[src/rtl/fpts_pkg.sv]
`timescale 1ns / 1ps
// ----------------------------------------------------------------------------
// fpts_pkg: shared types and constants of the task scheduler
// Table geometry, task status codes, item kinds and sequencer states.
// ----------------------------------------------------------------------------
package fpts_pkg;

  // Table geometry
  localparam int NUM_TASKS   = 8;
  localparam int NUM_MUTEXES = 8;
  localparam int TIME_WIDTH  = 16;

  localparam int TASK_W  = $clog2(NUM_TASKS);
  localparam int CNT_W   = $clog2(NUM_TASKS + 1);
  localparam int MUTEX_W = 3;
  localparam int FREE_W  = 8;
  localparam int DUR_W   = 16;

  localparam logic [TASK_W-1:0] LAST_TASK = TASK_W'(NUM_TASKS - 1);
  localparam logic [CNT_W-1:0]  LAST_CNT  = CNT_W'(NUM_TASKS - 1);
  localparam logic [CNT_W-1:0]  END_CNT   = CNT_W'(NUM_TASKS);

  typedef enum logic [1:0] {
    ST_UNUSED = 2'd0,
    ST_READY  = 2'd1,
    ST_SLEEP  = 2'd2,
    ST_MUTEX  = 2'd3
  } status_t;

  typedef enum logic [1:0] {
    K_TICK   = 2'd0,
    K_SLEEP  = 2'd1,
    K_WAIT   = 2'd2,
    K_CREATE = 2'd3
  } kind_t;

  typedef enum logic [1:0] {
    S_IDLE,
    S_UPDATE,
    S_SCAN,
    S_FINISH
  } state_t;

  // One task table entry
  typedef struct packed {
    status_t                 status;
    logic [TIME_WIDTH-1:0]   wake;
    logic [MUTEX_W-1:0]      mutex;
  } task_entry_t;

  // Write request into the task table
  typedef struct packed {
    logic                en;
    logic [TASK_W-1:0]   addr;
    task_entry_t         entry;
  } tbl_wr_t;

endpackage

[src/rtl/fixed_priority_task_scheduler_unit.sv]
`timescale 1ns / 1ps
// ----------------------------------------------------------------------------
// fixed_priority_task_scheduler_unit: fixed-priority task scheduler
// Keeps per-task status, wake time and mutex id in a table memory and picks
// the lowest-index runnable task after each tick, sleep or mutex wait.
//
//   channel | direction | handshake          | payload
//   --------+-----------+--------------------+---------------------------------
//   in_     | input     | in_valid/in_stall  | kind, duration, mutex_id,
//           |           |                    | mutex_free
//   out_    | output    | out_valid/out_stall| next_task, switched, system_time
//
// A tick goes straight to the scan; a sleep or mutex wait first writes the
// running task's entry and then scans; a create may write a new slot and
// skips the scan. The scan reads one entry per cycle through the table's
// single read port. Reset clears the table valid bits at once, so no clearing
// pass is needed. The result sits in an output register; a new item is taken
// while it waits, and only loading the next result stalls on out_stall.
// ----------------------------------------------------------------------------
module fixed_priority_task_scheduler_unit (
  input  logic                              clk,
  input  logic                              rst_n,
  input  logic                              in_valid,
  output logic                              in_stall,
  input  logic [1:0]                        in_kind,
  input  logic [fpts_pkg::DUR_W-1:0]        in_duration,
  input  logic [fpts_pkg::MUTEX_W-1:0]      in_mutex_id,
  input  logic [fpts_pkg::FREE_W-1:0]       in_mutex_free,
  output logic                              out_valid,
  input  logic                              out_stall,
  output logic [fpts_pkg::TASK_W-1:0]       out_next_task,
  output logic                              out_switched,
  output logic [fpts_pkg::TIME_WIDTH-1:0]   out_system_time
);
  import fpts_pkg::*;

  state_t                 state_r, state_nxt;
  kind_t                  kind_r;
  logic [DUR_W-1:0]       dur_r;
  logic [MUTEX_W-1:0]     mid_r;
  logic [FREE_W-1:0]      free_r;

  logic [TIME_WIDTH-1:0]  tick_r, tick_nxt;
  logic [TASK_W-1:0]      running_r, running_nxt;
  logic [CNT_W-1:0]       created_r, created_nxt;

  logic [CNT_W-1:0]       scan_idx_r, scan_idx_nxt;
  logic                   ev_valid_r, ev_valid_nxt;
  logic [TASK_W-1:0]      ev_idx_r, ev_idx_nxt;
  logic                   found_r, found_nxt;
  logic [TASK_W-1:0]      pick_r, pick_nxt;

  logic                   out_valid_r, out_valid_nxt;
  logic [TASK_W-1:0]      out_task_r;
  logic                   out_sw_r;
  logic [TIME_WIDTH-1:0]  out_time_r;
  logic                   out_load;
  logic [TASK_W-1:0]      next_task;

  logic                   accept;
  tbl_wr_t                tbl_wr;
  logic                   rd_en;
  logic [TASK_W-1:0]      rd_addr;
  task_entry_t            rd_entry;
  status_t                ev_status;
  logic                   released;

  fpts_task_table u_table (
    .clk      (clk),
    .rst_n    (rst_n),
    .wr       (tbl_wr),
    .rd_en    (rd_en),
    .rd_addr  (rd_addr),
    .rd_entry (rd_entry)
  );

  assign in_stall = (state_r != S_IDLE);
  assign accept   = in_valid && !in_stall;

  // Mutex of the evaluated entry counts as released only if it exists
  assign released = (32'(rd_entry.mutex) < NUM_MUTEXES) && free_r[rd_entry.mutex];

  // Sequencer: next state, table accesses, pick tracking
  always_comb begin
    state_nxt    = state_r;
    tick_nxt     = tick_r;
    running_nxt  = running_r;
    created_nxt  = created_r;
    scan_idx_nxt = scan_idx_r;
    found_nxt    = found_r;
    pick_nxt     = pick_r;
    tbl_wr       = '0;
    rd_en        = 1'b0;
    rd_addr      = scan_idx_r[TASK_W-1:0];
    ev_status    = rd_entry.status;
    out_load     = 1'b0;
    next_task    = found_r ? pick_r : LAST_TASK;

    case (state_r)
      S_IDLE: begin
        if (accept) begin
          scan_idx_nxt = '0;
          found_nxt    = 1'b0;
          if (kind_t'(in_kind) == K_TICK) begin
            tick_nxt  = tick_r + 1'b1;
            state_nxt = S_SCAN;
          end else begin
            state_nxt = S_UPDATE;
          end
        end
      end

      S_UPDATE: begin
        // Write the running task's entry, or create a slot if the created count is below LAST_CNT
        case (kind_r)
          K_SLEEP: begin
            tbl_wr.en           = 1'b1;
            tbl_wr.addr         = running_r;
            tbl_wr.entry.status = ST_SLEEP;
            tbl_wr.entry.wake   = tick_r + TIME_WIDTH'(dur_r);
            tbl_wr.entry.mutex  = mid_r;
            state_nxt           = S_SCAN;
          end
          K_WAIT: begin
            tbl_wr.en           = 1'b1;
            tbl_wr.addr         = running_r;
            tbl_wr.entry.status = ST_MUTEX;
            tbl_wr.entry.wake   = tick_r;
            tbl_wr.entry.mutex  = mid_r;
            state_nxt           = S_SCAN;
          end
          default: begin
            if (created_r < LAST_CNT) begin
              tbl_wr.en           = 1'b1;
              tbl_wr.addr         = created_r[TASK_W-1:0];
              tbl_wr.entry.status = ST_READY;
              tbl_wr.entry.wake   = tick_r;
              tbl_wr.entry.mutex  = mid_r;
              created_nxt         = created_r + 1'b1;
            end
            state_nxt = S_FINISH;
          end
        endcase
      end

      S_SCAN: begin
        // Issue one read per cycle
        if (scan_idx_r < END_CNT) begin
          rd_en        = 1'b1;
          scan_idx_nxt = scan_idx_r + 1'b1;
        end
        // Evaluate the entry read last cycle
        if (ev_valid_r) begin
          if (kind_r == K_TICK && rd_entry.status == ST_SLEEP &&
              rd_entry.wake == tick_r) begin
            ev_status = ST_READY;
          end
          if (!found_r && ev_status == ST_READY) begin
            found_nxt = 1'b1;
            pick_nxt  = ev_idx_r;
          end else if (!found_r && ev_status == ST_MUTEX && released) begin
            ev_status = ST_READY;
            found_nxt = 1'b1;
            pick_nxt  = ev_idx_r;
          end
          if (ev_status != rd_entry.status) begin
            tbl_wr.en           = 1'b1;
            tbl_wr.addr         = ev_idx_r;
            tbl_wr.entry        = rd_entry;
            tbl_wr.entry.status = ev_status;
          end
          if (ev_idx_r == LAST_TASK) begin
            state_nxt = S_FINISH;
          end
        end
      end

      S_FINISH: begin
        if (kind_r == K_CREATE) begin
          next_task = running_r;
        end
        if (!out_valid_r || !out_stall) begin
          out_load    = 1'b1;
          running_nxt = next_task;
          state_nxt   = S_IDLE;
        end
      end

      default: begin
        state_nxt = S_IDLE;
      end
    endcase
  end

  assign ev_valid_nxt = rd_en;
  assign ev_idx_nxt   = rd_addr;

  // Output register
  always_comb begin
    out_valid_nxt = out_valid_r;
    if (out_load) begin
      out_valid_nxt = 1'b1;
    end else if (out_valid_r && !out_stall) begin
      out_valid_nxt = 1'b0;
    end
  end

  // Control state
  always_ff @(posedge clk) begin
    if (!rst_n) begin
      state_r     <= S_IDLE;
      tick_r      <= '0;
      running_r   <= LAST_TASK;
      created_r   <= '0;
      ev_valid_r  <= 1'b0;
      out_valid_r <= 1'b0;
      scan_idx_r  <= '0;
      found_r     <= 1'b0;
    end else begin
      state_r     <= state_nxt;
      tick_r      <= tick_nxt;
      running_r   <= running_nxt;
      created_r   <= created_nxt;
      ev_valid_r  <= ev_valid_nxt;
      out_valid_r <= out_valid_nxt;
      scan_idx_r  <= scan_idx_nxt;
      found_r     <= found_nxt;
    end
  end

  // Item capture, scan pipeline and result payload
  always_ff @(posedge clk) begin
    if (accept) begin
      kind_r <= kind_t'(in_kind);
      dur_r  <= in_duration;
      mid_r  <= in_mutex_id;
      free_r <= in_mutex_free;
    end
    ev_idx_r <= ev_idx_nxt;
    pick_r   <= pick_nxt;
    if (out_load) begin
      out_task_r <= next_task;
      out_sw_r   <= (next_task != running_r);
      out_time_r <= tick_r;
    end
  end

  assign out_valid       = out_valid_r;
  assign out_next_task   = out_task_r;
  assign out_switched    = out_sw_r;
  assign out_system_time = out_time_r;

`ifndef ASSERT_OFF
  // An accepted item holds off the next one
  a_busy_after_accept: assert property (@(posedge clk) disable iff (!rst_n)
    accept |=> in_stall)
    else $error("scheduler took an item without going busy");

  // A new result only appears out of the finish step
  a_result_from_finish: assert property (@(posedge clk) disable iff (!rst_n)
    $rose(out_valid_r) |-> $past(state_r == S_FINISH))
    else $error("result appeared outside the finish step");

  // The shown task is the one now running
  a_result_matches_running: assert property (@(posedge clk) disable iff (!rst_n)
    out_valid_r |-> out_task_r == running_r)
    else $error("result task differs from running task");

  // Table entries are evaluated only during the scan
  a_eval_in_scan: assert property (@(posedge clk) disable iff (!rst_n)
    ev_valid_r |-> state_r == S_SCAN)
    else $error("table entry evaluated outside the scan");
`endif

endmodule

[src/rtl/fpts_task_table.sv]
`timescale 1ns / 1ps
// ----------------------------------------------------------------------------
// fpts_task_table: task table memory
// One write and one registered read per cycle. A valid bit per entry makes
// a never-written entry read back as an unused task after reset.
// ----------------------------------------------------------------------------
module fpts_task_table (
  input  logic                          clk,
  input  logic                          rst_n,
  input  fpts_pkg::tbl_wr_t             wr,
  input  logic                          rd_en,
  input  logic [fpts_pkg::TASK_W-1:0]   rd_addr,
  output fpts_pkg::task_entry_t         rd_entry
);
  import fpts_pkg::*;

  task_entry_t           mem [NUM_TASKS];
  logic [NUM_TASKS-1:0]  valid_r;
  task_entry_t           rd_data_r;
  logic                  rd_valid_r;

  // Entry valid bits
  always_ff @(posedge clk) begin
    if (!rst_n) begin
      valid_r <= '0;
    end else if (wr.en) begin
      valid_r[wr.addr] <= 1'b1;
    end
  end

  // Storage and registered read
  always_ff @(posedge clk) begin
    if (wr.en) begin
      mem[wr.addr] <= wr.entry;
    end
    if (rd_en) begin
      rd_data_r  <= mem[rd_addr];
      rd_valid_r <= valid_r[rd_addr];
    end
  end

  // Unwritten entries read as unused
  always_comb begin
    rd_entry = rd_data_r;
    if (!rd_valid_r) begin
      rd_entry.status = ST_UNUSED;
    end
  end

endmodule
[config.mk]
export PLATFORM = sky130hd
export DESIGN_NAME = fixed_priority_task_scheduler_unit
export DESIGN_NICKNAME = d
export VERILOG_FILES = /design/src/rtl/fpts_pkg.sv /design/src/rtl/fixed_priority_task_scheduler_unit.sv /design/src/rtl/fpts_task_table.sv
export SDC_FILE = /design/constraint.sdc
export NUM_CORES = 1
export LEC_CHECK = 0
export BUFFER_PORTS_ARGS = -buffer_cell sky130_fd_sc_hd__buf_2
export CAP_MARGIN = 30
export CORE_MARGIN = 10
export CORE_UTILIZATION = 55
export DETAILED_ROUTE_END_ITERATION = 7
export PLACE_DENSITY = 0.81
export REMOVE_ABC_BUFFERS = 1
export SYNTH_ARGS = -nofsm -noshare
export SYNTH_HDL_FRONTEND = slang
export SYNTH_SLANG_ARGS = --single-unit
[constraint.sdc]
create_clock -name clk -period 4 [get_ports clk]
set_input_delay 0.4 -clock clk [delete_from_list [all_inputs] [get_ports clk]]
set_output_delay 0.4 -clock clk [all_outputs]
set_load 0.05 [all_outputs]
==> flow_metrics.tcl <==
set metrics [dict create \
    status "complete, no violations" \
    combPwrFrac_pct 18.7 \
    multi_input_comb_area_um2 3720 \
    critPathMaxStageDelay_ns 0.53 \
    drive_above_1_share_pct 23.7 \
    antenna_cells 0 \
    avgSynthCellArea_um2 15.9 \
    vias 6970 \
    syn-instance-count 755 \
    critPathTopFamily "compound AO/OA/AOI/OAI gates" \
    initial_core_util_pct 56.5 \
    yosysSeqAreaShare_pct 67.7 \
    synthArstFlopShare_pct 0 \
    grt_pass1_wl_um 41900 \
    rsz0062_at_grt "false" \
    port_buffers 54 \
    grt_max_degree 51 \
    setup_ws_ns 0.727 \
    cap_violations 0 \
    cp_slowest_cell "o41ai_1" \
    path_class "reg2reg" \
    die_h_um 168 \
    cts_resized 0 \
    maxSlewViolCount 0 \
    worstMarginPinSlew_ns 0.823 \
    period_share_pct 81.8 \
    synth_edf_count 242 \
    antenna_found_initial 0 \
    slew_headroom_pct 45.1 \
    die-area_um2 28100 \
    fillers 1492 \
    routed_wl_um 26700 \
    num_rows 53 \
    hold_path.class "in2reg" \
    swShare_pct 27.9 \
    htree_levels 1 \
    yosys_warnings 0 \
    cts_hold_buffers 0 \
    preCtsSetupSlack_ns 0.887 \
    dr.pass1.iters 8 \
    setup_viol 0 \
    area_delta_synth_final_pct 12.9 \
    p_clk_share_pct 32.2 \
    clock_latency_ns 0.53 \
    fin_nets 887 \
    cts.clk_slew.worst_paths_ns 0.06 \
    synthTopCellsByArea "edfxtp_1, mux4_2, dfxtp_1" \
    yosysTopAreaCell "edfxtp_1" \
    post_drt_wl_per_cell_um 23.8 \
    cts_buffer_depth 3 \
    gr-total-overflow 0 \
    synth_top_area_share_pct 60.6 \
    synthFlopType "edfxtp_1" \
    p_per_area_nw_per_um2 558 \
    avgViaCountPerCell 6.21 \
    ant_nets 0 \
    route.met3.wl_um 2340 \
    crit_required_ns 4.25 \
    ctsRootBufferMaster "clkbuf_16" \
    hpwl_um 17200 \
    crit_fanout 8 \
    dr_wl_met2_um 12900 \
    cp_data_arrival_time_ns 3.52 \
    die_w_um 168 \
    design.core.area_um2 21200 \
    pwr-share-seq_pct 49.1 \
    internal_power_mw 5.45 \
    switching_power_mw 2.11 \
    grt_use_total_pct 18.8 \
    cts.sinks 285 \
    critPathBufInv 0 \
    cts_setup_buffers 0 \
    cts_tree "yes" \
    grt_pass1_vias 7225 \
    crit_path_cell_trace "ha_1 -> fa_1 -> a211o_1 -> nand2_1 -> a21oi_1 -> o41ai_1 -> o21ai_0 -> xnor2_1 -> o22ai_1" \
    crit_path_end_kind "flip-flop" \
    seq_area_um2 8130 \
    fin_crit_ns 3.27 \
    syn_area_um2 12000 \
    finalHoldViolCount 0 \
    peakVddDrop_uv 312 \
    wl_met1_um 10700 \
    synthDistinctLibCells 64 \
    gp_congestion 0.905 \
    cts_buffers 28 \
    ys_seq_elements 285 \
    drcViolationCount 0 \
    power.leakage_nw 4.49 \
    boundaryPins 55 \
    max_freq_ghz 0.306 \
    critPathLaunchType "flip-flop" \
    drt_iter0_markers 903 \
    highest_layer "met4" \
    setup_tns_ns 0 \
    skew_ns 0.0112 \
]
## registers in the layout (all words and copies together), names as in the netlist
name	count
u_table.valid_r	8
u_table.rd_entry	19
out_switched	1
running_r	3
u_table.rd_valid_r	1
out_next_task	3
pick_r	3
ev_valid_r	1
found_r	1
ev_idx_r	3
free_r	8
mid_r	3
kind_r	2
tick_r	16
u_table.mem	168
scan_idx_r	4
created_r	4
state_r	2
out_system_time	16
dur_r	16
u_table.rd_data_r	2
out_valid	1
## placed cells by master, fill, tap and decap left out, types with 4 or more instances in the layout
cell type and count:
nor2_1 53, a22oi_1 11, a21o_1 9, and2_1 5, edfxtp_1 242, mux2_2 22, nand2b_1 8, nand4_1 7
nor2b_1 6, a222oi_1 10, clkbuf_16 29, a211oi_1 6, a31oi_1 8, nand2_1 32, inv_1 12, clkinv_1 7
nand3_1 13, ha_1 27, a21oi_1 22, buf_2 54, and3_1 4, o21a_1 5, xnor2_1 20, mux4_2 44
clkinv_2 8, nor3_1 4, or2_2 4, o21ai_0 18, xor2_1 26, mux2i_1 7, buf_4 18, clkbuf_1 7
dfxtp_1 41
## kinds of logic (layout without fill, tap and decap cells)
| kind of cell | after synthesis | in the layout | synth area share (%) |
|---|---|---|---|
| flip-flops | 285 | 285 | 67.7 |
| AND/OR/NAND/NOR | 159 | 159 | 6.43 |
| AO/OA/AOI/OAI | 118 | 118 | 6.96 |
| multiplexers | 73 | 73 | 10.9 |
| XOR/XNOR | 46 | 46 | 3.36 |
| buffers and inverters | 46 | 139 | 1.63 |
| adder cells (fa/ha/maj) | 28 | 28 | 2.98 |
## metrics by stage
stage                     cell area (µm²)  power, mW  std cells  util (%)  hold WS (ns)
after floorplan                     11900       4.69        722         -         0.413
after global placement              12700       5.12       1071      59.8         0.435
after detailed placement            12700       5.16       1071      59.8         0.440
after CTS                           13500       7.59       1123      63.8        0.0270
after global routing                13500       7.86       1123      63.8        0.0265
final                               13500       7.55       1123      63.8        0.0429
## cell type report
cell class | count | share of cell area [%]
flip-flops and latches | 285 | 60.0
inverters | 13 | 0.360
well taps | 275 | 2.54
clock buffers | 36 | 5.55
repair buffers | 74 | 3.29
clock inverters | 16 | 0.748
multi-input cells | 424 | 27.5
## cells in the mapped netlist (5+ instances only)
| library cell | instances |
|---|---|
| edfxtp_1 | 242 |
| nor2_1 | 56 |
| mux4_2 | 44 |
| dfxtp_1 | 43 |
| nand2_1 | 32 |
| ha_1 | 27 |
| xor2_1 | 26 |
| a21oi_1 | 22 |
| mux2_2 | 22 |
| clkbuf_1 | 21 |
| xnor2_1 | 20 |
| o21ai_0 | 18 |
| nand3_1 | 13 |
| inv_1 | 12 |
| a22oi_1 | 11 |
| a222oi_1 | 10 |
| a21o_1 | 9 |
| a31oi_1 | 8 |
| nand2b_1 | 8 |
| nor2b_1 | 8 |
| a211oi_1 | 7 |
| mux2i_1 | 7 |
| nand4_1 | 7 |
| and2_1 | 5 |
| buf_2 | 5 |
| nor3_1 | 5 |
| nor4_1 | 5 |
| o21a_1 | 5 |
## power by group through the flow
| stage | Combinational, mW | Clock [mW] | Sequential (mW) |
|---|---|---|---|
| 2_1_floorplan | 0.880 | 0 | 3.81 |
| 3_5_place_dp | 1.40 | 0 | 3.76 |
| 3_3_place_gp | 1.38 | 0 | 3.75 |
| 5_1_grt | 1.53 | 2.60 | 3.72 |
| 6_report | 1.41 | 2.43 | 3.71 |
| 4_1_cts | 1.42 | 2.47 | 3.70 |
## routing by layer
layer,GRT usage [%],vias to the layer above
li1,-,3089
met1,24.3,3467
met5,0.722,-
met2,30.7,353
met4,6.21,0
met3,4.12,61
## path summary, 6_finish.rpt
kind / startpoint / endpoint / slack, ns / depth (start not counted)
max: dur_r[0] / u_table.mem[2][17] / 0.73 / 9
min: in_duration[14] / dur_r[14] / 0.04 / 1
max reg2reg: dur_r[0] / u_table.mem[2][17] / 0.73 / 9
min reg2reg: u_table.valid_r[7] / u_table.valid_r[7] / 0.45 / 2
Power figures use the tool's default switching activity.
